===== src/hw/rtl/gradient_magnitude_3x3_defines.svh =====
// Assertion macros shared by the gradient magnitude RTL.
// Expects clk and arst_n in the scope of each use.
`ifndef GRADIENT_MAGNITUDE_3X3_DEFINES_SVH
`define GRADIENT_MAGNITUDE_3X3_DEFINES_SVH

// Same-cycle implication, disabled while in reset.
`define GM3_ASSERT_NOW(label, ante, cons, msg) \
	label: assert property (@(posedge clk) disable iff (!arst_n) (ante) |-> (cons)) \
		else $error(msg);

// Next-cycle implication, disabled while in reset.
`define GM3_ASSERT_NEXT(label, ante, cons, msg) \
	label: assert property (@(posedge clk) disable iff (!arst_n) (ante) |=> (cons)) \
		else $error(msg);

`endif


===== src/hw/rtl/gm3_pkg.sv =====
// Shared constants, register codes and types of the gradient magnitude block.
// No dependencies.
package gm3_pkg;

	localparam int MAX_WIDTH  = 1024;
	localparam int MAX_HEIGHT = 4096;
	localparam int MIN_DIM    = 3;

	localparam int PIX_W = 8;
	localparam int COL_W = $clog2(MAX_WIDTH);
	localparam int ROW_W = $clog2(MAX_HEIGHT);
	localparam int FW_W  = 11;
	localparam int FH_W  = 13;
	localparam int WIN_N = 6;

	localparam int CFG_IDX_W  = 2;
	localparam int CFG_DATA_W = 13;
	localparam logic [CFG_IDX_W-1:0] REG_FRAME_WIDTH  = 2'd0;
	localparam logic [CFG_IDX_W-1:0] REG_FRAME_HEIGHT = 2'd1;
	localparam logic [FW_W-1:0] FW_RESET = 11'd640;
	localparam logic [FH_W-1:0] FH_RESET = 13'd480;

	// column sums reach 3*255, differences need one more bit for the sign
	localparam int SUM3_W = PIX_W + 2;
	localparam int GRAD_W = SUM3_W + 1;
	localparam int SQ_W   = 2 * SUM3_W;
	localparam int SUM_W  = SQ_W + 1;
	localparam int ROOT_W = PIX_W;
	localparam int RAD_W  = 2 * ROOT_W;
	localparam int REM_W  = ROOT_W + 4;
	localparam int STEP_W = $clog2(ROOT_W);

	localparam int QDEPTH = 2;
	localparam int QPTR_W = $clog2(QDEPTH);
	localparam int QCNT_W = $clog2(QDEPTH + 1);

	typedef struct packed {
		logic signed [GRAD_W-1:0] gx;
		logic signed [GRAD_W-1:0] gy;
		logic                     eol;
		logic                     eof;
	} grad_t;

	typedef struct packed {
		logic full;
		logic empty;
	} qstat_t;

endpackage


===== src/hw/rtl/gm3_queue.sv =====
// Short FIFO of gradient pairs between the front end and the magnitude unit.
// Depends on gm3_pkg.
`include "gradient_magnitude_3x3_defines.svh"
module gm3_queue import gm3_pkg::*; (
	input  logic   clk,
	input  logic   arst_n,
	input  logic   push,
	input  grad_t  push_data,
	input  logic   pop,
	output grad_t  pop_data,
	output qstat_t qstat
);

	grad_t             entry_q [QDEPTH];
	logic [QPTR_W-1:0] wr_ptr_q, rd_ptr_q;
	logic [QCNT_W-1:0] count_q;

	assign qstat.full  = (count_q == QCNT_W'(QDEPTH));
	assign qstat.empty = (count_q == '0);
	assign pop_data    = entry_q[rd_ptr_q];

	always_ff @(posedge clk) begin
		if (push) begin
			entry_q[wr_ptr_q] <= push_data;
		end
	end

	always_ff @(posedge clk or negedge arst_n) begin
		if (!arst_n) begin
			wr_ptr_q <= '0;
			rd_ptr_q <= '0;
			count_q  <= '0;
		end else begin
			if (push) begin
				wr_ptr_q <= (wr_ptr_q == QPTR_W'(QDEPTH - 1)) ? '0 : wr_ptr_q + 1'b1;
			end
			if (pop) begin
				rd_ptr_q <= (rd_ptr_q == QPTR_W'(QDEPTH - 1)) ? '0 : rd_ptr_q + 1'b1;
			end
			case ({push, pop})
				2'b10:   count_q <= count_q + 1'b1;
				2'b01:   count_q <= count_q - 1'b1;
				default: count_q <= count_q;
			endcase
		end
	end

	`GM3_ASSERT_NOW(a_no_overflow, push, !qstat.full || pop, "push into full queue")
	`GM3_ASSERT_NOW(a_no_underflow, pop, !qstat.empty, "pop from empty queue")

endmodule


===== config.mk =====
export PLATFORM = sky130hd
export DESIGN_NAME = gm3_queue
export DESIGN_NICKNAME = d
export VERILOG_FILES = /design/src/hw/rtl/gm3_pkg.sv /design/src/hw/rtl/gm3_queue.sv
export VERILOG_INCLUDE_DIRS = /design/src /design/src/hw/rtl
export SDC_FILE = /design/constraint.sdc
export NUM_CORES = 1
export LEC_CHECK = 0
export CAP_MARGIN = 20
export CORE_MARGIN = 1
export CORE_UTILIZATION = 50
export DETAILED_ROUTE_END_ITERATION = 10
export DONT_BUFFER_PORTS = 1
export PLACE_DENSITY_LB_ADDON = 0.08
export SLEW_MARGIN = 10
export SYNTH_ARGS = -nofsm -noshare
export SYNTH_HDL_FRONTEND = slang
export SYNTH_SLANG_ARGS = --single-unit

===== constraint.sdc =====
create_clock -name clk -period 1.7 [get_ports clk]
set_input_delay 0.17 -clock clk [delete_from_list [all_inputs] [get_ports clk]]
set_output_delay 0.17 -clock clk [all_outputs]
set_load 0.02 [all_outputs]

==> key figures <==
STA
  • Max-slew violations: 0
  • Final period util: 89.64%
  • Worst Setup Slack, final: 0.1761 ns
  • Worst Clk Skew: 0.004880 ns
  • Setup TNS: 0 ns
  • Endpoints failing hold: 0
  • Setup-failing EPs final: 0
  • Fmax: 0.6562 GHz
  • RSZ-0062 raised after global routing: no
  • Max-slew headroom: 73.43%
  • Worst Tran Pin Value: 0.3977 ns
  • Post-layout minimum cycle time: 1.524 ns

Status
  • Status: complete, no violations

Yosys
  • Flops & latches, synth: 52
  • Leading area contributor after synthesis: edfxtp_1
  • Post-Syn Instances: 91
  • Synth top area cells: edfxtp_1 71%, mux2_4 14%, dfrtp_1 5.0%
  • Synth cell types: 13
  • Area share of the largest cell type after synthesis: 71.42%
  • Yosys warning count: 0
  • Post-synthesis net count: 120
  • Post-synthesis cell area: approximately 0.002 sq mm
  • Avg Cell Area, Syn: 22.18 sq um
  • Sequential area share after synthesis: approximately 76%

Worst setup path
  • Slowest cell on crit path: dfrtp_2
  • Largest stage delay on the critical path: 0.48 ns
  • Top delay family on crit path: flip-flops
  • Crit path max fanout: 8
  • Req. time, crit path: 1.53 ns
  • Cell-by-cell trace of the critical path: buf_4 > mux2_4
  • WP data arrival: between 1 and 1.5 ns
  • Critical Path End Type: primary output
  • Buf/Inv on CP: 1
  • Critical Path Start Type: flop
  • Kind of critical path: flop to primary output

Detailed routing
  • Routed length on met2: about 1600 um
  • Initial DRC Count: 12
  • Vias: 878
  • Vias/cell: 5.017
  • Top layer in use: met4
  • Wire length on met3: between 150 and 200 um
  • Residual DRC count: 0
  • Met1 Wirelength: approximately 960 um
  • DRT Pass-1 Iters: 4
  • Antenna Nets Post-Route: 0
  • Routed wire length: 2734 um
  • WL/cell: 15.62 um

Placement
  • Dpl ws: between 0.3 and 0.4 ns
  • DP HPWL: roughly 1800 um
  • Area post-placement: 0.002067 sq mm
  • DP Cell Count: roughly 140
  • Gpl congestion: 0.5899
  • IO Port Bufs: 0

Cells and area
  • N_diodes: 0
  • Layout area overhead: 19.71%
  • Nets@finish: between 150 and 200
  • Layout cell share with drive strength beyond 1: between 20% and 30%
  • Non-Filler Instances: 175
  • Fin area: 0.002416 sq mm

Power
  • Leak: ~0.89 nW
  • Power per Cell Area: 1542 mW/mm^2
  • Max IR drop VDD: 0.7815 mV
  • Final Power: 3.725 mW

Floorplan
  • Starting Density: 53.52%
  • Boundary pin count: 54
  • Chip width: 65.53 um
  • DIE AREA: 0.004294 sq mm
  • Core area: around 0.0038 sq mm
  • Rows: 22
  • Die height: 65.53 um

Worst hold path
  • Hold crit path type: input pin to flop

CTS
  • Cts bufs inserted: 5
  • Latest clock arrival within the worst-skew pair: 0.29 ns
  • Clock Tree Buf Depth: 2
  • Clock tree root driver cell: clkbuf_8
  • CTS tree: built
  • Sink Count: 52
  • Reg clk slew, reported paths: about 0.08 ns
  • H-Tree Level Count: 2

Run
  • Max Cap Viol: 0

GRT
  • First-pass GRT wire length: ~4400 um
  • Largest net degree at the start of global routing: 25
  • All-Layer GR Usage: 14.49%
  • Grt ovf: 0
  • Vias in the first global route: about 940
  • Initial antenna violation count: 0
-- through the flow --
stage / util, % / hold WS (ns)
final: 64.07 / 0.1270
after global routing: 64.07 / 0.1438
after CTS: 64.03 / 0.1186
after detailed placement: 54.81 / -0.1255
after global placement: 54.81 / -0.1255
after floorplan: - / -0.1256
-- cell usage after synthesis --
cell type and count:
mux2_4 19, mux2_2 5, edfxtp_1 48, buf_6 1
nor2_1 3, nor2b_1 1, inv_1 1, xor2_1 3
and2_1 1, ha_1 1, xnor2_1 2, dfrtp_1 4
buf_12 2
-- cell type report --
class	instances	area [sq um]
Sequential cell	52	1543
Fill cell	269	1355
Multi-Input combinational cell	35	424.2
Timing Repair Buffer	32	307.8
Clock buffer	6	72.57
Tap cell	48	60.06
Clock inverter	1	5.005
Inverter	1	3.754
-- worst paths after layout --
kind / startpoint / endpoint / depth (start not counted) / slack (ns)
setup / recovery: rd_ptr_q / pop_data[19] / 2 / 0.18
hold / removal: pop / count_q[0] / 2 / 0.13
setup reg to reg: wr_ptr_q / entry_q[1][14] / 2 / 0.51
hold reg to reg: count_q[1] / count_q[1] / 1 / 0.49
max in group asynchronous: arst_n / rd_ptr_q / 1 / 1.35
min in group asynchronous: arst_n / count_q[0] / 1 / 0.16
-- state kept, by name (all words and copies together), names as in the netlist --
| signal | cells |
|---|---|
| count_q | 2 |
| rd_ptr_q | 1 |
| entry_q | 48 |
| wr_ptr_q | 1 |
-- placed cells by master, fill, tap and decap left out, types with 2 or more instances in the layout --
cell type / n
dlygate4sd3_1: 27
mux2_4: 19
xnor2_1: 2
xor2_1: 3
nor2_1: 2
dfrtp_1: 3
edfxtp_1: 48
mux2_2: 5
buf_4: 5
clkbuf_8: 5
-- cells by family after synthesis --
logic type / after synthesis / synth area share (%)
DFF: 52 / 76.38
adders and majority gates: 1 / 0.6199
and+or+nand+nor: 5 / 1.178
buffers and inverters: 4 / 2.728
xor gates and xnor gates: 5 / 2.170
muxes: 24 / 16.92
-- routing by layer --
metal  global-route usage [%]  vias to the layer above
li1                         -                      413
met1                    15.16                      435
met2                    26.42                       28
met3                    5.382                        2
met4                    4.891                        0
met5                        0                        -
-- report_power, final --
part | switching [mW] | total [mW] | internal [mW]
sequential | 0.124 | 1.83 | 1.71
clock | 0.335 | 0.615 | 0.280
combinational | 0.726 | 1.28 | 0.549
total | 1.19 | 3.72 | 2.54
-- repair_timing --
item | 4_1_cts | 5_1_grt
endpoints found under the hold margin | 54 | 0
buffers inserted | 0 | 0
hold buffers | 27 | 0
endpoints found under the setup margin | 0 | 15
resized for setup | 0 | 1
No activity file was read; power rests on OpenSTA's default activity.
