**config.mk**
```make
export PLATFORM = sky130hd
export DESIGN_NAME = gm3_back
export DESIGN_NICKNAME = d
export VERILOG_FILES = /design/src/hw/rtl/gm3_pkg.sv /design/src/hw/rtl/gm3_back.sv
export VERILOG_INCLUDE_DIRS = /design/src /design/src/hw/rtl
export SDC_FILE = /design/constraint.sdc
export NUM_CORES = 1
export LEC_CHECK = 0
export ABC_AREA = 1
export ABC_CLOCK_PERIOD_IN_PS = 6280
export BUFFER_PORTS_ARGS = -buffer_cell sky130_fd_sc_hd__buf_2
export CORE_UTILIZATION = 45
export DETAILED_ROUTE_END_ITERATION = 6
export GPL_ROUTABILITY_DRIVEN = 0
export PLACE_DENSITY = 0.72
export SYNTH_ARGS = -nofsm -noshare
export SYNTH_HDL_FRONTEND = slang
export SYNTH_SLANG_ARGS = --single-unit
```
**constraint.sdc**
```tcl
create_clock -name clk -period 6.28 [get_ports clk]
set_input_delay 0 -clock clk [delete_from_list [all_inputs] [get_ports clk]]
set_output_delay 0 -clock clk [all_outputs]
set_load 0.03 [all_outputs]
```
**src/hw/rtl/gradient_magnitude_3x3_defines.svh**
```systemverilog
// Assertion macros shared by the gradient magnitude RTL.
// Expects clk and arst_n in the scope of each use.
`ifndef GRADIENT_MAGNITUDE_3X3_DEFINES_SVH
`define GRADIENT_MAGNITUDE_3X3_DEFINES_SVH

// Same-cycle implication, disabled while in reset.
`define GM3_ASSERT_NOW(label, ante, cons, msg) \
	label: assert property (@(posedge clk) disable iff (!arst_n) (ante) |-> (cons)) \
		else $error(msg);

// Next-cycle implication, disabled while in reset.
`define GM3_ASSERT_NEXT(label, ante, cons, msg) \
	label: assert property (@(posedge clk) disable iff (!arst_n) (ante) |=> (cons)) \
		else $error(msg);

`endif

```
**src/hw/rtl/gm3_pkg.sv**
```systemverilog
// Shared constants, register codes and types of the gradient magnitude block.
// No dependencies.
package gm3_pkg;

	localparam int MAX_WIDTH  = 1024;
	localparam int MAX_HEIGHT = 4096;
	localparam int MIN_DIM    = 3;

	localparam int PIX_W = 8;
	localparam int COL_W = $clog2(MAX_WIDTH);
	localparam int ROW_W = $clog2(MAX_HEIGHT);
	localparam int FW_W  = 11;
	localparam int FH_W  = 13;
	localparam int WIN_N = 6;

	localparam int CFG_IDX_W  = 2;
	localparam int CFG_DATA_W = 13;
	localparam logic [CFG_IDX_W-1:0] REG_FRAME_WIDTH  = 2'd0;
	localparam logic [CFG_IDX_W-1:0] REG_FRAME_HEIGHT = 2'd1;
	localparam logic [FW_W-1:0] FW_RESET = 11'd640;
	localparam logic [FH_W-1:0] FH_RESET = 13'd480;

	// column sums reach 3*255, differences need one more bit for the sign
	localparam int SUM3_W = PIX_W + 2;
	localparam int GRAD_W = SUM3_W + 1;
	localparam int SQ_W   = 2 * SUM3_W;
	localparam int SUM_W  = SQ_W + 1;
	localparam int ROOT_W = PIX_W;
	localparam int RAD_W  = 2 * ROOT_W;
	localparam int REM_W  = ROOT_W + 4;
	localparam int STEP_W = $clog2(ROOT_W);

	localparam int QDEPTH = 2;
	localparam int QPTR_W = $clog2(QDEPTH);
	localparam int QCNT_W = $clog2(QDEPTH + 1);

	typedef struct packed {
		logic signed [GRAD_W-1:0] gx;
		logic signed [GRAD_W-1:0] gy;
		logic                     eol;
		logic                     eof;
	} grad_t;

	typedef struct packed {
		logic full;
		logic empty;
	} qstat_t;

endpackage

```
**src/hw/rtl/gm3_back.sv**
```systemverilog
// Back end: squares the gradients, takes an integer square root one bit per
// cycle, saturates and holds the result in the output register. Depends on gm3_pkg.
`include "gradient_magnitude_3x3_defines.svh"
module gm3_back import gm3_pkg::*; (
	input  logic              clk,
	input  logic              arst_n,
	input  qstat_t            qstat,
	input  grad_t             pop_data,
	output logic              pop,
	output logic              out_valid,
	input  logic              out_ready,
	output logic [PIX_W-1:0]  magnitude,
	output logic              end_of_line,
	output logic              end_of_frame
);

	localparam logic [2:0] BK_IDLE   = 3'd0;
	localparam logic [2:0] BK_SQUARE = 3'd1;
	localparam logic [2:0] BK_SUM    = 3'd2;
	localparam logic [2:0] BK_ROOT   = 3'd3;
	localparam logic [2:0] BK_DONE   = 3'd4;

	logic [2:0]        state_q;
	grad_t             grad_q;
	logic [SQ_W-1:0]   sqx_q, sqy_q;
	logic              sat_q;
	logic [RAD_W-1:0]  rad_q;
	logic [REM_W-1:0]  rem_q;
	logic [ROOT_W-1:0] root_q;
	logic [STEP_W-1:0] step_q;
	logic              out_valid_q;
	logic [PIX_W-1:0]  mag_q;
	logic              eol_q, eof_q;

	logic signed [2*GRAD_W-1:0] prod_x, prod_y;
	logic [SUM_W-1:0]  sum;
	logic [REM_W-1:0]  rem_shift, trial;
	logic              take, load;

	assign pop    = (state_q == BK_IDLE) && !qstat.empty;
	assign load   = (state_q == BK_DONE) && (!out_valid_q || out_ready);
	assign prod_x = $signed(grad_q.gx) * $signed(grad_q.gx);
	assign prod_y = $signed(grad_q.gy) * $signed(grad_q.gy);
	assign sum    = SUM_W'(sqx_q) + SUM_W'(sqy_q);

	// bring down the next two radicand bits and try root*4+1
	assign rem_shift = {rem_q[REM_W-3:0], rad_q[RAD_W-1 -: 2]};
	assign trial     = REM_W'({root_q, 2'b01});
	assign take      = (rem_shift >= trial);

	assign out_valid    = out_valid_q;
	assign magnitude    = mag_q;
	assign end_of_line  = eol_q;
	assign end_of_frame = eof_q;

	always_ff @(posedge clk) begin
		case (state_q)
			BK_IDLE: begin
				if (pop) begin
					grad_q <= pop_data;
				end
			end
			BK_SQUARE: begin
				sqx_q <= SQ_W'(prod_x);
				sqy_q <= SQ_W'(prod_y);
			end
			BK_SUM: begin
				sat_q  <= (sum[SUM_W-1:RAD_W] != '0);
				rad_q  <= sum[RAD_W-1:0];
				rem_q  <= '0;
				root_q <= '0;
			end
			BK_ROOT: begin
				rad_q  <= {rad_q[RAD_W-3:0], 2'b00};
				rem_q  <= take ? rem_shift - trial : rem_shift;
				root_q <= {root_q[ROOT_W-2:0], take};
			end
			default: begin
			end
		endcase
		if (load) begin
			mag_q <= sat_q ? {PIX_W{1'b1}} : root_q;
			eol_q <= grad_q.eol;
			eof_q <= grad_q.eof;
		end
	end

	always_ff @(posedge clk or negedge arst_n) begin
		if (!arst_n) begin
			state_q     <= BK_IDLE;
			step_q      <= '0;
			out_valid_q <= 1'b0;
		end else begin
			case (state_q)
				BK_IDLE: begin
					if (pop) begin
						state_q <= BK_SQUARE;
					end
				end
				BK_SQUARE: begin
					state_q <= BK_SUM;
				end
				BK_SUM: begin
					step_q  <= '0;
					state_q <= BK_ROOT;
				end
				BK_ROOT: begin
					step_q <= step_q + 1'b1;
					if (step_q == STEP_W'(ROOT_W - 1)) begin
						state_q <= BK_DONE;
					end
				end
				BK_DONE: begin
					if (load) begin
						state_q <= BK_IDLE;
					end
				end
				default: begin
					state_q <= BK_IDLE;
				end
			endcase
			if (load) begin
				out_valid_q <= 1'b1;
			end else if (out_ready) begin
				out_valid_q <= 1'b0;
			end
		end
	end

	`GM3_ASSERT_NOW(a_root_bound, state_q == BK_ROOT, (root_q >> step_q) == '0,
		"partial root wider than steps taken")
	`GM3_ASSERT_NEXT(a_root_len, (state_q == BK_ROOT) && (step_q == STEP_W'(ROOT_W - 1)),
		state_q == BK_DONE, "square root did not finish after all steps")

endmodule

```
==> impl_results.html, run 1 <==
<table>
<tr><th>Metric</th><th>Value</th></tr>
<tr><th colspan="2">Worst setup path</th></tr>
<tr><td>WP data required</td><td>6.45 ns</td></tr>
<tr><td>R2r endpoint</td><td>sqy_q[19]</td></tr>
<tr><td>Critical path capture point type</td><td>flop</td></tr>
<tr><td>Number of cells traversed by the worst register-to-register path</td><td>19</td></tr>
<tr><td>Reg-to-reg slack, setup</td><td>0.90 ns</td></tr>
<tr><td>Maximum net fanout on the critical path</td><td>12</td></tr>
<tr><td>Type of the setup path with the least slack</td><td>flop to flop</td></tr>
<tr><td>Category of the worst setup path launch point</td><td>flop</td></tr>
<tr><td>Startpoint of the worst register-to-register path</td><td>grad_q[12]</td></tr>
<tr><td>Arrival time worst endpoint</td><td>5.55 ns</td></tr>
<tr><th colspan="2">Clock network</th></tr>
<tr><td>Post-cts hold buffer count</td><td>28</td></tr>
<tr><td>Clock tree root buffer cell</td><td>sky130_fd_sc_hd__clkbuf_16</td></tr>
<tr><td>TritonCTS clock tree</td><td>done</td></tr>
<tr><td>Insertion delay of the later-clocked pin in the worst-skew pair</td><td>approximately 0.43 ns</td></tr>
<tr><td>Maximum root-to-sink buffer count</td><td>2</td></tr>
<tr><td>CTS clock-pin slew for the worst setup and hold paths</td><td>~0.060 ns</td></tr>
<tr><td>Total clock sinks</td><td>114</td></tr>
<tr><td># resized after CTS</td><td>0</td></tr>
<tr><td>Total setup buffers inserted after CTS</td><td>0</td></tr>
<tr><td>Clock buffer count from CTS</td><td>17</td></tr>
<tr><td>Number of levels the H-tree was split into</td><td>4</td></tr>
<tr><th colspan="2">Yosys</th></tr>
<tr><td>Main combinational cell family by area after synthesis</td><td>adder cells</td></tr>
<tr><td>Synthesized-area fraction occupied by and/or/nand/nor cells</td><td>16.14%</td></tr>
<tr><td>Mean instance size in the synthesized netlist</td><td>roughly 8.7 sq um</td></tr>
<tr><td>Post-synthesis register bit count</td><td>114</td></tr>
<tr><td>Combined area of all synthesized cells</td><td>roughly 14,000 sq um</td></tr>
<tr><td>Adder and majority cell fraction of the synthesized area</td><td>a little under two fifths</td></tr>
<tr><td>Synth Area in Compound Gates</td><td>approximately 4.5%</td></tr>
<tr><td>Syn_nets</td><td>1,905</td></tr>
<tr><td>Multiplexer share of the synthesized area</td><td>0%</td></tr>
<tr><td>Count of synthesis-stage warnings from yosys</td><td>0</td></tr>
<tr><td>Post-synthesis xor/xnor area fraction</td><td>3.916%</td></tr>
<tr><td>Synthesized netlist cell count</td><td>roughly 1.6k</td></tr>
<tr><td>Number of distinct library cells after synthesis</td><td>44</td></tr>
<tr><td>Register area share after synthesis</td><td>between 20% and 30%</td></tr>
<tr><th colspan="2">Timing</th></tr>
<tr><td>Worst clock skew</td><td>0.02420 ns</td></tr>
<tr><td>Tightest slew margin relative to the limit</td><td>between 40% and 50%</td></tr>
<tr><td>Final Hold Vio Count</td><td>0</td></tr>
<tr><td>Worst hold-check slack</td><td>0.2760 ns</td></tr>
<tr><td>Max-slew violation count</td><td>0</td></tr>
<tr><td>Max Freq</td><td>185.8 MHz</td></tr>
<tr><td>Unrepaired setup endpoints after global routing</td><td>no</td></tr>
<tr><td>Minimum clock period</td><td>5.381 ns</td></tr>
<tr><td>Accumulated negative setup slack</td><td>0 ns</td></tr>
<tr><td>Period utilization</td><td>85.68%</td></tr>
<tr><td>Final count of negative-setup-slack endpoints</td><td>0</td></tr>
<tr><td>Pin slew with the least headroom to its limit</td><td>about 0.9 ns</td></tr>
<tr><th colspan="2">Die</th></tr>
<tr><td>Placeable core region</td><td>slightly below 30,000 sq um</td></tr>
<tr><td>Total Die Area</td><td>31,020 sq um</td></tr>
<tr><td>Total number of placement rows</td><td>63</td></tr>
<tr><td>I/O pin total</td><td>approximately 40</td></tr>
<tr><td>Starting density of the core</td><td>a little under half</td></tr>
<tr><td>Y dimension of the die</td><td>176.1 um</td></tr>
<tr><td>Die X-Extent</td><td>176.1 um</td></tr>
<tr><th colspan="2">Detailed routing</th></tr>
<tr><td>Number of search-and-repair iterations in the first detailed-routing pass</td><td>5</td></tr>
<tr><td>Final antenna-violating net count</td><td>0</td></tr>
<tr><td>Drc violations</td><td>0</td></tr>
<tr><td>Via count</td><td>approximately 9.8k</td></tr>
<tr><td>Highest metal layer used by the detailed router</td><td>met4</td></tr>
<tr><td>Detailed route wirelength on metal3</td><td>732 um</td></tr>
<tr><td>Average wire per standard cell</td><td>~13 um</td></tr>
<tr><td>Via density per instance</td><td>4.803</td></tr>
<tr><td>WL met2</td><td>between 10,000 and 15,000 um</td></tr>
<tr><td>Wire length reported by the detailed router</td><td>approximately 26,000 um</td></tr>
<tr><td>Post-route met1 wirelength</td><td>11,400 um</td></tr>
<tr><td>Number of design-rule violations left by the first detailed-router iteration</td><td>510</td></tr>
<tr><th colspan="2">Hold path</th></tr>
<tr><td>Endpoint, Worst Hold</td><td>grad_q[23]</td></tr>
<tr><td>Min-delay src</td><td>pop_data[23]</td></tr>
<tr><td>Number of cells on the worst hold path</td><td>2</td></tr>
<tr><td>Path class of the lowest-slack min-delay path</td><td>input pin to flop</td></tr>
<tr><th colspan="2">Flow run</th></tr>
<tr><td>Max-capacitance violation count</td><td>0</td></tr>
<tr><th colspan="2">Final layout</th></tr>
<tr><td>Proportion of layout cells with a drive suffix above 1</td><td>5.889%</td></tr>
<tr><td>Fillcell total</td><td>2,696</td></tr>
<tr><td>Antenna diode count</td><td>0</td></tr>
<tr><td>Leading cell types in the layout, fill and taps excluded</td><td>sky130_fd_sc_hd__inv_1, sky130_fd_sc_hd__nand2_1, sky130_fd_sc_hd__fa_1, sky130_fd_sc_hd__ha_1, sky130_fd_sc_hd__edfxtp_1</td></tr>
<tr><td>Synth-to-Final Area Change</td><td>10.64%</td></tr>
<tr><td>Most common library cell in the layout ignoring fill and taps</td><td>sky130_fd_sc_hd__inv_1</td></tr>
<tr><td>Number of nets at the end of the flow</td><td>between 1.5k and 2k</td></tr>
<tr><td>Final instance area</td><td>15,090 sq um</td></tr>
<tr><td>Final standard cell utilization of the core</td><td>50.79%</td></tr>
<tr><th colspan="2">Placed design</th></tr>
<tr><td>I/O Buffers</td><td>39</td></tr>
<tr><td>Detailed placer's ending HPWL</td><td>about 21,000 um</td></tr>
<tr><td>Post-placement cell area</td><td>14,250 sq um</td></tr>
<tr><th colspan="2">Global route</th></tr>
<tr><td>Wire length of the first global-routing pass</td><td>roughly 47,000 um</td></tr>
<tr><td>Initial antenna violation count</td><td>0</td></tr>
<tr><td>Via count of the first global-routing pass</td><td>about 10k</td></tr>
<tr><td>Maximum number of pins on one net before global-route repair</td><td>40</td></tr>
<tr><td>Global route total overflow</td><td>0</td></tr>
<tr><td>Total routing resource utilization after global routing</td><td>18.85%</td></tr>
<tr><th colspan="2">Status</th></tr>
<tr><td>Status</td><td>completed</td></tr>
</table>
per-layer routing:
layer	vias up	global-route usage, %
met3	34	3.058
met5	-	0
met1	4725	23.10
met2	160	34.04
li1	4865	-
met4	0	5.181
area by class of cell:
type | instances | area (sq um) | area share (%)
multi-input combinational | 1009 | 8569 | 56.77
sequential | 114 | 3388 | 22.45
inverter | 420 | 1577 | 10.44
timing repair buffer | 72 | 513.0 | 3.399
tap | 390 | 488.0 | 3.233
clock buffer | 21 | 440.4 | 2.918
clock inverter | 11 | 118.9 | 0.7875
critical path, cell delays in order, from the launching register on:
cell and delay, ns:
sky130_fd_sc_hd__edfxtp_1 0.62, sky130_fd_sc_hd__inv_2 0.17, sky130_fd_sc_hd__or2_2 0.33, sky130_fd_sc_hd__fa_1 0.53, sky130_fd_sc_hd__inv_1 0.05, sky130_fd_sc_hd__fa_1 0.50
sky130_fd_sc_hd__fa_1 0.52, sky130_fd_sc_hd__fa_1 0.54, sky130_fd_sc_hd__inv_1 0.05, sky130_fd_sc_hd__fa_1 0.53, sky130_fd_sc_hd__inv_1 0.04, sky130_fd_sc_hd__ha_1 0.36
sky130_fd_sc_hd__a21oi_1 0.25, sky130_fd_sc_hd__o21ai_0 0.15, sky130_fd_sc_hd__nand2_1 0.09, sky130_fd_sc_hd__nand2_1 0.05, sky130_fd_sc_hd__a21oi_1 0.18, sky130_fd_sc_hd__inv_1 0.06
sky130_fd_sc_hd__nand2_1 0.06, sky130_fd_sc_hd__nand2_1 0.04
kinds of logic after synthesis:
family,after synthesis
AO/OA/AOI/OAI,108
XOR/XNOR,61
adder cells (fa/ha/maj),304
buffers and inverters,449
flip-flops,114
AND/OR/NAND/NOR,536
flip-flops by register name (all words and copies together), names as in the netlist:
signal	flops
rad_q	16
sqy_q	19
sqx_q	19
state_q	3
end_of_frame	1
grad_q	24
magnitude	8
rem_q	10
root_q	8
out_valid	1
end_of_line	1
sat_q	1
step_q	3
worst max-delay path by stage:
stage	startpoint	end	slack, ns	depth (start not counted)
after CTS	grad_q[12]	sqy_q[19]	0.91	19
after floorplan	grad_q[4]	sqy_q[19]	1.44	19
final	grad_q[12]	sqy_q[19]	0.90	19
after global placement	grad_q[12]	sqy_q[19]	0.96	19
after global routing	grad_q[12]	sqy_q[19]	0.56	19
after detailed placement	grad_q[12]	sqy_q[19]	0.94	19
stage by stage:
stage / setup WS [ns] / instances
after floorplan: 1.440 / 1572
after global placement: 0.9570 / 1977
after detailed placement: 0.9414 / 1977
after CTS: 0.9060 / 2037
after global routing: 0.5645 / 2037
final: 0.8990 / 2037
Yosys cell counts (all sizes together):
master  instances  area [sq um]
xor2           37         324.1
o31ai           1         7.510
or3b            1         8.760
nor3            9         61.31
nand3b          3         22.52
nand4           8         50.05
a21o            2         15.01
a22o            2         17.52
and3            3         18.77
nand2         345          1298
o21bai          7         52.55
a31o            2         17.52
clkbuf         24         90.09
buf             5         31.28
edfxtp        107          3213
o21a            3         22.52
a31oi           4         25.02
nand3          59         300.3
fa            187          3744
nor4            2         12.51
ha            117          1464
and2            1         6.260
dfrtp           7         175.2
a21boi          2         15.01
nor2           98         380.4
inv           420          1577
xnor2          24         210.2
nand2b          1         6.260
o21ai          32         163.9
or2             6         37.54
o221ai          1         8.760
a21oi          52         267.8
Power of run 1 is left out: the tool's default activity adds up to more than one toggle a clock period on the data nets, which glitch-free logic cannot reach.
==> run 2, diff against run 1 <==
- ABC_AREA: 1 -> 0
==> run 2 against run 1 <==
Maximum frequency fell by 3.5%. Non-clock buffer count did not move. Global-route usage decreased by 1.2 points. Core utilization grew 0.20 points. Synthesized cell count is 23% lower. Clock skew shrank 0.013 ns. Flip-flop and latch count is the same. Setup slack got worse by 0.19 ns. Wire length fell by 15%. Die area shrank 6.9%. Clock-buffer cell count is 2 lower. Final cell count down 18%. Critical path type unchanged.
==> impl_results.html, run 2 <==
<table>
<tr><th>Metric</th><th>Value</th></tr>
<tr><th colspan="2">Yosys</th></tr>
<tr><td>Number of synthesized flops with an enable pin</td><td>107 (unchanged)</td></tr>
<tr><td>Synthesized netlist cell count</td><td>1,213 (-23%)</td></tr>
<tr><td>Count of synthesis-stage warnings from yosys</td><td>0 (unchanged)</td></tr>
<tr><td>Post-synthesis register bit count</td><td>114 (unchanged)</td></tr>
<tr><td>Top-count cell post-synth</td><td>sky130_fd_sc_hd__inv_1</td></tr>
<tr><td>Top-area cell type share of the netlist area</td><td>29.50% (+2.1 points)</td></tr>
<tr><td>Top FF cell, synth</td><td>sky130_fd_sc_hd__edfxtp_1</td></tr>
<tr><td>Register area share after synthesis</td><td>26.70% (+1.9 points)</td></tr>
<tr><td>Combined area of all synthesized cells</td><td>12,690 sq um (-7.0%)</td></tr>
<tr><td>Syn_nets</td><td>1,546 (-19%)</td></tr>
<tr><td>Mean instance size in the synthesized netlist</td><td>10.46 sq um (+21%)</td></tr>
<tr><td>Top cells by count, synth</td><td>sky130_fd_sc_hd__inv_1, sky130_fd_sc_hd__fa_1, sky130_fd_sc_hd__ha_1, sky130_fd_sc_hd__edfxtp_1, sky130_fd_sc_hd__nand2_1</td></tr>
<tr><td>Share of flip-flops with an asynchronous set or reset after synthesis</td><td>6.140% (unchanged)</td></tr>
<tr><td>Number of distinct library cells after synthesis</td><td>50 (+14%)</td></tr>
<tr><td>Ranking of synthesized cells by area</td><td>sky130_fd_sc_hd__fa_1, sky130_fd_sc_hd__edfxtp_1, sky130_fd_sc_hd__ha_1</td></tr>
<tr><td>Synth area leader</td><td>sky130_fd_sc_hd__fa_1</td></tr>
<tr><th colspan="2">Detailed routing</th></tr>
<tr><td>Via count</td><td>8,140 (-17%)</td></tr>
<tr><td>Post-route met1 wirelength</td><td>9763 um (-14%)</td></tr>
<tr><td>Number of design-rule violations left by the first detailed-router iteration</td><td>481 (-5.7%)</td></tr>
<tr><td>Average wire per standard cell</td><td>13.50 um (+4.0%)</td></tr>
<tr><td>Final antenna-violating net count</td><td>0 (unchanged)</td></tr>
<tr><td>Detailed route wirelength on metal3</td><td>630 um (-14%)</td></tr>
<tr><td>WL met2</td><td>11,810 um (-15%)</td></tr>
<tr><td>Via density per instance</td><td>4.877 (+1.5%)</td></tr>
<tr><td>Wire length reported by the detailed router</td><td>22,540 um (-15%)</td></tr>
<tr><td>Drc violations</td><td>0 (unchanged)</td></tr>
<tr><td>Number of search-and-repair iterations in the first detailed-routing pass</td><td>5 (unchanged)</td></tr>
<tr><td>Highest metal layer used by the detailed router</td><td>met4</td></tr>
<tr><th colspan="2">Die</th></tr>
<tr><td>Total number of placement rows</td><td>61 (-3.2%)</td></tr>
<tr><td>Total Die Area</td><td>28,880 sq um (-6.9%)</td></tr>
<tr><td>I/O pin total</td><td>41 (unchanged)</td></tr>
<tr><td>Y dimension of the die</td><td>169.9 um (-3.5%)</td></tr>
<tr><td>Starting density of the core</td><td>45.68% (-0.23 points)</td></tr>
<tr><td>Placeable core region</td><td>27,780 sq um (-6.5%)</td></tr>
<tr><td>Die X-Extent</td><td>169.9 um (-3.5%)</td></tr>
<tr><th colspan="2">Clock network</th></tr>
<tr><td>Total clock sinks</td><td>114 (unchanged)</td></tr>
<tr><td>Number of levels the H-tree was split into</td><td>4 (unchanged)</td></tr>
<tr><td>Total setup buffers inserted after CTS</td><td>0 (unchanged)</td></tr>
<tr><td>Clock tree root buffer cell</td><td>sky130_fd_sc_hd__clkbuf_16</td></tr>
<tr><td>Clock buffer count from CTS</td><td>17 (unchanged)</td></tr>
<tr><td>CTS clock-pin slew for the worst setup and hold paths</td><td>0.07 ns (about the same)</td></tr>
<tr><td>Insertion delay of the later-clocked pin in the worst-skew pair</td><td>0.43 ns (about the same)</td></tr>
<tr><td>Maximum root-to-sink buffer count</td><td>2 (unchanged)</td></tr>
<tr><td>TritonCTS clock tree</td><td>done</td></tr>
<tr><th colspan="2">Status</th></tr>
<tr><td>Status</td><td>completed</td></tr>
<tr><th colspan="2">Timing</th></tr>
<tr><td>Worst clock skew</td><td>0.01102 ns (-0.01318 ns)</td></tr>
<tr><td>Max Freq</td><td>179.3 MHz (-3.5%)</td></tr>
<tr><td>Minimum clock period</td><td>5.576 ns (+0.1950 ns)</td></tr>
<tr><td>Accumulated negative setup slack</td><td>0 ns (unchanged)</td></tr>
<tr><td>Pin slew with the least headroom to its limit</td><td>1.027 ns (+0.1410 ns)</td></tr>
<tr><td>Worst hold-check slack</td><td>0.2802 ns (+0.004204 ns)</td></tr>
<tr><td>Final Hold Vio Count</td><td>0 (unchanged)</td></tr>
<tr><td>Final count of negative-setup-slack endpoints</td><td>0 (unchanged)</td></tr>
<tr><td>Max-slew violation count</td><td>0 (unchanged)</td></tr>
<tr><td>Unrepaired setup endpoints after global routing</td><td>no</td></tr>
<tr><td>Period utilization</td><td>88.79% (+3.1 points)</td></tr>
<tr><td>Tightest slew margin relative to the limit</td><td>31.26% (-9.4 points)</td></tr>
<tr><th colspan="2">Final layout</th></tr>
<tr><td>Antenna diode count</td><td>0 (unchanged)</td></tr>
<tr><td>Leading cell types in the layout, fill and taps excluded</td><td>sky130_fd_sc_hd__inv_1, sky130_fd_sc_hd__fa_1, sky130_fd_sc_hd__ha_1, sky130_fd_sc_hd__edfxtp_1, sky130_fd_sc_hd__nand2_1</td></tr>
<tr><td>Most common library cell in the layout ignoring fill and taps</td><td>sky130_fd_sc_hd__inv_1</td></tr>
<tr><td>Top register by number of flip-flops</td><td>grad_q</td></tr>
<tr><td>Final standard cell utilization of the core</td><td>51.00% (+0.20 points)</td></tr>
<tr><td>Flip-flop count of the largest register after layout</td><td>24 (unchanged)</td></tr>
<tr><td>Synth-to-Final Area Change</td><td>11.63%</td></tr>
<tr><td>Final instance area</td><td>14,170 sq um (-6.1%)</td></tr>
<tr><td>Proportion of layout cells with a drive suffix above 1</td><td>7.668% (+1.8 points)</td></tr>
<tr><td>Number of nets at the end of the flow</td><td>1,611 (-18%)</td></tr>
<tr><td>Biggest regs</td><td>grad_q (24), sqx_q (19), sqy_q (19)</td></tr>
<tr><th colspan="2">Flow run</th></tr>
<tr><td>Max-capacitance violation count</td><td>0 (unchanged)</td></tr>
<tr><th colspan="2">Worst setup path</th></tr>
<tr><td>Arrival time worst endpoint</td><td>5.74 ns (+0.19 ns)</td></tr>
<tr><td>Maximum net fanout on the critical path</td><td>19 (+7)</td></tr>
<tr><td>Category of the worst setup path launch point</td><td>flop</td></tr>
<tr><td>Critical path capture point type</td><td>flop</td></tr>
<tr><td>Type of the setup path with the least slack</td><td>flop to flop</td></tr>
<tr><td>WP data required</td><td>6.44 ns (about the same)</td></tr>
<tr><th colspan="2">Global route</th></tr>
<tr><td>Via count of the first global-routing pass</td><td>8,853 (-13%)</td></tr>
<tr><td>Global route total overflow</td><td>0 (unchanged)</td></tr>
<tr><td>Initial antenna violation count</td><td>0 (unchanged)</td></tr>
<tr><td>Wire length of the first global-routing pass</td><td>40,180 um (-14%)</td></tr>
<tr><td>Maximum number of pins on one net before global-route repair</td><td>39 (-2.5%)</td></tr>
<tr><td>Total routing resource utilization after global routing</td><td>17.65% (-1.2 points)</td></tr>
<tr><th colspan="2">Power</th></tr>
<tr><td>Largest vdd supply drop</td><td>roughly 0.00020 V</td></tr>
<tr><td>Reported leakage power</td><td>6.654 nW</td></tr>
<tr><td>Power density relative to cell area</td><td>382.6 nW/um^2</td></tr>
<tr><th colspan="2">Placed design</th></tr>
<tr><td>Detailed placer's ending HPWL</td><td>17,830 um (-16%)</td></tr>
<tr><td>Post-placement cell area</td><td>13,310 sq um (-6.6%)</td></tr>
<tr><td>I/O Buffers</td><td>39 (unchanged)</td></tr>
<tr><th colspan="2">Hold path</th></tr>
<tr><td>Path class of the lowest-slack min-delay path</td><td>input pin to flop</td></tr>
</table>
-- run 2: cell count changes after synthesis, sizes merged, moves of 22 or more --
cell   delta
nor2b    +22
nand2   -265
xnor2    +36
and2     +57
nand3    -49
nor2     -42
inv     -132
-- run 2: area by class of cell --
cell class                 count  area (sq um)
clock inverter                13         113.9
multi-input combinational    785          8134
tap                          378         473.0
clock buffer                  19         464.2
sequential                   114          3388
timing repair buffer          72         513.0
inverter                     288          1081
fill                        2535         13610
-- run 2: final timing paths --
check | cells after the start | slack, ns | to | startpoint
worst max-delay path | 17 | 0.70 | sqy_q[19] | grad_q[12]
worst min-delay path | 2 | 0.28 | grad_q[20] | pop_data[20]
worst max register to register | 17 | 0.70 | sqy_q[19] | grad_q[12]
worst min register to register | 0 | 0.42 | end_of_line | grad_q[1]
max in group asynchronous | 3 | 5.47 | out_valid | arst_n
min in group asynchronous | 3 | 0.55 | state_q[1] | arst_n
-- run 2: repair_timing --
| item | in CTS | in global routing |
|---|---|---|
| hold endpoints to repair | 34 | 0 |
| setup endpoints to repair | 0 | 0 |
| gates resized for setup | 0 | 0 |
| hold buffers | 28 | 0 |
-- run 2: cells by family (layout without fill, tap and decap cells) --
kind of cell    Yosys count  in the layout  synth area share [%]
mux                       7              7                0.5521
buf+inv                 314            392                 9.297
fa+ha+maj               304            304                 41.03
compound gates          125            125                 6.487
flops                   114            114                 26.70
xor+xnor                 77             77                 5.314
simple gates            272            272                 10.62
-- run 2: stage by stage --
step / setup slack, ns / total power, mW / cells
6_report: 0.7040 / 5.421 / 1669
3_5_place_dp: 0.7444 / 4.476 / 1609
2_1_floorplan: 1.070 / 3.871 / 1213
5_1_grt: 0.3263 / 5.978 / 1669
4_1_cts: 0.7066 / 5.485 / 1669
3_3_place_gp: 0.7884 / 4.368 / 1609
-- run 2: per-layer routing --
layer,vias up,GRT usage [%]
li1,3924,-
met2,117,31.91
met1,4077,21.76
met5,-,0
met3,22,2.465
met4,0,5.327
-- run 2: worst max-delay path, stage by stage, from the launching register on --
cell	delay, ns
sky130_fd_sc_hd__edfxtp_1	0.69
sky130_fd_sc_hd__nand2_1	0.24
sky130_fd_sc_hd__fa_1	0.52
sky130_fd_sc_hd__inv_1	0.06
sky130_fd_sc_hd__fa_1	0.54
sky130_fd_sc_hd__fa_1	0.45
sky130_fd_sc_hd__fa_1	0.55
sky130_fd_sc_hd__inv_1	0.05
sky130_fd_sc_hd__fa_1	0.52
sky130_fd_sc_hd__inv_1	0.04
sky130_fd_sc_hd__ha_1	0.35
sky130_fd_sc_hd__a21o_1	0.19
sky130_fd_sc_hd__a21oi_1	0.21
sky130_fd_sc_hd__nor3b_1	0.34
sky130_fd_sc_hd__a21oi_1	0.12
sky130_fd_sc_hd__nor2_1	0.16
sky130_fd_sc_hd__o21ai_0	0.13
sky130_fd_sc_hd__xnor2_1	0.13
-- run 2: where the power goes --
group	total [mW]	internal [mW]	leakage (nW)	switching, mW
clock	0.959	0.552	0.287	0.408
combinational	3.04	1.34	5.26	1.71
sequential	1.42	1.30	1.11	0.116
(Power assumes the default switching activity.)
==> run 3, diff against run 2 <==
- ABC_AREA: 0 -> 1
- CORE_UTILIZATION: 45 -> 65
- PLACE_DENSITY: 0.72 -> 0.94
==> run 3 against run 2 <==
The flow now finishes with violations (DRC). Via count grew 38%. Final area rose by 5.6%. Sequential share of layout area is 1.3 points lower. Core utilization increased by 22 points. Flip-flop and latch count did not move. Register-to-register slack worse by 0.08 ns. Clock skew rose by 0.0029 ns. Critical path depth increased by 3. Die area fell by 25%. Global-route usage is 15 points higher. Maximum frequency fell by 1.5%. Final cell count grew 15%.
==> impl_results.html, run 3 (synthesis gave the netlist of run 1 again) <==
<table>
<tr><th>Metric</th><th>Value</th></tr>
<tr><th colspan="2">Worst setup path</th></tr>
<tr><td>Critical Path Source</td><td>grad_q[12]</td></tr>
<tr><td>Category of the worst setup path launch point</td><td>flop</td></tr>
<tr><td>Type of the setup path with the least slack</td><td>flop to flop</td></tr>
<tr><td>Startpoint of the worst register-to-register path</td><td>grad_q[12]</td></tr>
<tr><td>Maximum net fanout on the critical path</td><td>12 (-7)</td></tr>
<tr><td>Number of cells traversed by the worst register-to-register path</td><td>20 (+3)</td></tr>
<tr><td>Critical path capture point type</td><td>flop</td></tr>
<tr><td>Reg-to-reg slack, setup</td><td>0.62 ns (-0.08 ns)</td></tr>
<tr><td>Arrival time worst endpoint</td><td>5.84 ns (+0.10 ns)</td></tr>
<tr><td>R2r endpoint</td><td>sqy_q[19]</td></tr>
<tr><td>WP data required</td><td>6.46 ns (+0.02 ns)</td></tr>
<tr><th colspan="2">Die</th></tr>
<tr><td>I/O pin total</td><td>41 (unchanged)</td></tr>
<tr><td>Placeable core region</td><td>20,430 sq um (-26%)</td></tr>
<tr><td>Y dimension of the die</td><td>146.9 um (-14%)</td></tr>
<tr><td>Starting density of the core</td><td>66.78% (+21 points)</td></tr>
<tr><td>Total Die Area</td><td>21,570 sq um (-25%)</td></tr>
<tr><td>Total number of placement rows</td><td>52 (-15%)</td></tr>
<tr><td>Die X-Extent</td><td>146.9 um (-14%)</td></tr>
<tr><th colspan="2">Placed design</th></tr>
<tr><td>I/O Buffers</td><td>39 (unchanged)</td></tr>
<tr><td>Detailed placer's ending HPWL</td><td>22,940 um (+29%)</td></tr>
<tr><th colspan="2">Clock network</th></tr>
<tr><td>Total setup buffers inserted after CTS</td><td>0 (unchanged)</td></tr>
<tr><td>Number of levels the H-tree was split into</td><td>4 (unchanged)</td></tr>
<tr><td>CTS clock-pin slew for the worst setup and hold paths</td><td>0.07 ns (about the same)</td></tr>
<tr><td>Total clock sinks</td><td>114 (unchanged)</td></tr>
<tr><td>Maximum root-to-sink buffer count</td><td>2 (unchanged)</td></tr>
<tr><td>Clock tree root buffer cell</td><td>sky130_fd_sc_hd__clkbuf_16</td></tr>
<tr><td>Clock buffer count from CTS</td><td>17 (unchanged)</td></tr>
<tr><td>TritonCTS clock tree</td><td>done</td></tr>
<tr><td>Insertion delay of the later-clocked pin in the worst-skew pair</td><td>0.43 ns (about the same)</td></tr>
<tr><th colspan="2">Final layout</th></tr>
<tr><td>Most common library cell in the layout ignoring fill and taps</td><td>sky130_fd_sc_hd__inv_1</td></tr>
<tr><td>Synth-to-Final Area Change</td><td>9.666%</td></tr>
<tr><td>Leading cell types in the layout, fill and taps excluded</td><td>sky130_fd_sc_hd__inv_1, sky130_fd_sc_hd__nand2_1, sky130_fd_sc_hd__fa_1, sky130_fd_sc_hd__ha_1, sky130_fd_sc_hd__edfxtp_1</td></tr>
<tr><td>Number of nets at the end of the flow</td><td>1,966 (+22%)</td></tr>
<tr><td>Flip-flop count of the largest register after layout</td><td>24 (unchanged)</td></tr>
<tr><td>Antenna diode count</td><td>0 (unchanged)</td></tr>
<tr><td>Biggest regs</td><td>grad_q (24), sqx_q (19), sqy_q (19)</td></tr>
<tr><td>Proportion of layout cells with a drive suffix above 1</td><td>6.015% (-1.7 points)</td></tr>
<tr><td>Fillcell total</td><td>1,235 (-51%)</td></tr>
<tr><td>Top register by number of flip-flops</td><td>grad_q</td></tr>
<tr><th colspan="2">Detailed routing</th></tr>
<tr><td>Final antenna-violating net count</td><td>0 (unchanged)</td></tr>
<tr><td>Via count</td><td>11.21k (+38%)</td></tr>
<tr><td>Number of search-and-repair iterations in the first detailed-routing pass</td><td>7 (+2)</td></tr>
<tr><td>Wire length reported by the detailed router</td><td>33,230 um (+47%)</td></tr>
<tr><td>Average wire per standard cell</td><td>17.34 um (+28%)</td></tr>
<tr><td>Number of design-rule violations left by the first detailed-router iteration</td><td>1,165 (+140%)</td></tr>
<tr><td>Via density per instance</td><td>5.850 (+20%)</td></tr>
<tr><td>Drc violations</td><td>26 (+26)</td></tr>
<tr><th colspan="2">Timing</th></tr>
<tr><td>Minimum clock period</td><td>5.658 ns (+0.08206 ns)</td></tr>
<tr><td>Accumulated negative setup slack</td><td>0 ns (unchanged)</td></tr>
<tr><td>Final Hold Vio Count</td><td>0 (unchanged)</td></tr>
<tr><td>Max Freq</td><td>176.7 MHz (-1.5%)</td></tr>
<tr><td>Tightest slew margin relative to the limit</td><td>44.16% (+13 points)</td></tr>
<tr><td>Worst clock skew</td><td>0.01393 ns (+0.002911 ns)</td></tr>
<tr><td>Max-slew violation count</td><td>0 (unchanged)</td></tr>
<tr><td>Unrepaired setup endpoints after global routing</td><td>no</td></tr>
<tr><td>Period utilization</td><td>90.10% (+1.3 points)</td></tr>
<tr><td>Final count of negative-setup-slack endpoints</td><td>0 (unchanged)</td></tr>
<tr><td>Pin slew with the least headroom to its limit</td><td>0.8345 ns (-0.1927 ns)</td></tr>
<tr><th colspan="2">Flow run</th></tr>
<tr><td>Max-capacitance violation count</td><td>0 (unchanged)</td></tr>
<tr><th colspan="2">Hold path</th></tr>
<tr><td>Endpoint, Worst Hold</td><td>grad_q[8]</td></tr>
<tr><td>Min-delay src</td><td>pop_data[8]</td></tr>
<tr><td>Path class of the lowest-slack min-delay path</td><td>input pin to flop</td></tr>
<tr><td>Number of cells on the worst hold path</td><td>2 (unchanged)</td></tr>
<tr><th colspan="2">Global route</th></tr>
<tr><td>Initial antenna violation count</td><td>0 (unchanged)</td></tr>
<tr><td>Met3 usage in global routing</td><td>6.894% (+4.4 points)</td></tr>
<tr><td>Global route total overflow</td><td>0 (unchanged)</td></tr>
<tr><td>Total routing resource utilization after global routing</td><td>33.12% (+15 points)</td></tr>
<tr><td>Most Crowded Layer GR</td><td>met2</td></tr>
<tr><td>Via count of the first global-routing pass</td><td>12.36k (+40%)</td></tr>
<tr><td>Maximum number of pins on one net before global-route repair</td><td>40 (+2.6%)</td></tr>
<tr><td>Wire length of the first global-routing pass</td><td>55,710 um (+39%)</td></tr>
<tr><td>Met1 Usage GRT</td><td>35.31% (+14 points)</td></tr>
<tr><td>Routing usage on met2</td><td>59.57% (+28 points)</td></tr>
<tr><th colspan="2">Status</th></tr>
<tr><td>Failing checks</td><td>DRC</td></tr>
<tr><td>Status</td><td>finished, violations left</td></tr>
</table>
[run 3: changes by cell type in the layout (fill, tap and decap cells not counted), sizes merged, moves of 22 or more]
cell   previous run  this run
inv             296       423
nor2             56        98
nor2b            22         0
nand3            10        59
xnor2            60        24
nand2            80       345
and2             58         1
[run 3: cell type report]
cell class                      count  area (sq um)  share of cell area (%)
Tap cell                          270         337.8                   2.258
Timing Repair Buffer               71         505.5                   3.379
Inverter                          420          1577                   10.54
Multi-Input combinational cell   1009          8569                   57.28
Clock buffer                       18         429.2                   2.868
Clock inverter                     14         155.1                   1.037
Sequential cell                   114          3388                   22.65
[run 3: what timing repair did]
item                                   4_1_cts  5_1_grt
endpoints found under the hold margin       34        0
setup endpoints to repair                    0        0
resized for setup                            0        0
hold buffers                                28        0
[run 3: worst max path at each step]
stage | endpoint | slack [ns] | depth (start not counted)
after floorplan | sqy_q[19] | 1.44 | 19
after global placement | sqy_q[19] | 1.01 | 19
after detailed placement | sqy_q[19] | 0.84 | 19
after CTS | sqy_q[19] | 0.81 | 19
after global routing | sqy_q[19] | 0.37 | 19
final | sqy_q[19] | 0.62 | 20
[run 3: worst max-delay path: stages (launching register included)]
cell                       delay [ns]
sky130_fd_sc_hd__edfxtp_1        0.64
sky130_fd_sc_hd__inv_2           0.19
sky130_fd_sc_hd__nor2_1          0.26
sky130_fd_sc_hd__xnor2_1         0.14
sky130_fd_sc_hd__ha_1            0.30
sky130_fd_sc_hd__inv_1           0.08
sky130_fd_sc_hd__fa_1            0.53
sky130_fd_sc_hd__fa_1            0.56
sky130_fd_sc_hd__inv_1           0.06
sky130_fd_sc_hd__fa_1            0.53
sky130_fd_sc_hd__inv_1           0.07
sky130_fd_sc_hd__fa_1            0.57
sky130_fd_sc_hd__inv_1           0.05
sky130_fd_sc_hd__ha_1            0.35
sky130_fd_sc_hd__a21oi_1         0.30
sky130_fd_sc_hd__o21a_1          0.24
sky130_fd_sc_hd__nand2_1         0.14
sky130_fd_sc_hd__a21oi_1         0.20
sky130_fd_sc_hd__inv_1           0.06
sky130_fd_sc_hd__nand2_1         0.06
sky130_fd_sc_hd__nand2_1         0.05
[run 3: per-layer routing]
metal / wire length [um] / share of wire (%) / vias up
li1: - / - / 4864
met1: 11320 / 34 / 5330
met2: 17150 / 52 / 760
met3: 2626 / 7.9 / 255
met4: 2134 / 6.4 / 0
met5: 0 / 0 / -
[run 3: per-stage QoR]
step	area [sq um]	std cells	setup WS (ns)	util (%)	hold WS [ns]
3_5_place_dp	14100	1856	0.8357	69.00	-0.1575
5_1_grt	14960	1916	0.3734	73.24	0.2738
3_3_place_gp	14100	1856	1.007	69.00	-0.1631
2_1_floorplan	13640	1572	1.440	-	-0.2956
4_1_cts	14960	1916	0.8093	73.24	0.2608
6_report	14960	1916	0.6220	73.24	0.2717
Power of run 3 is left out for the same reason.
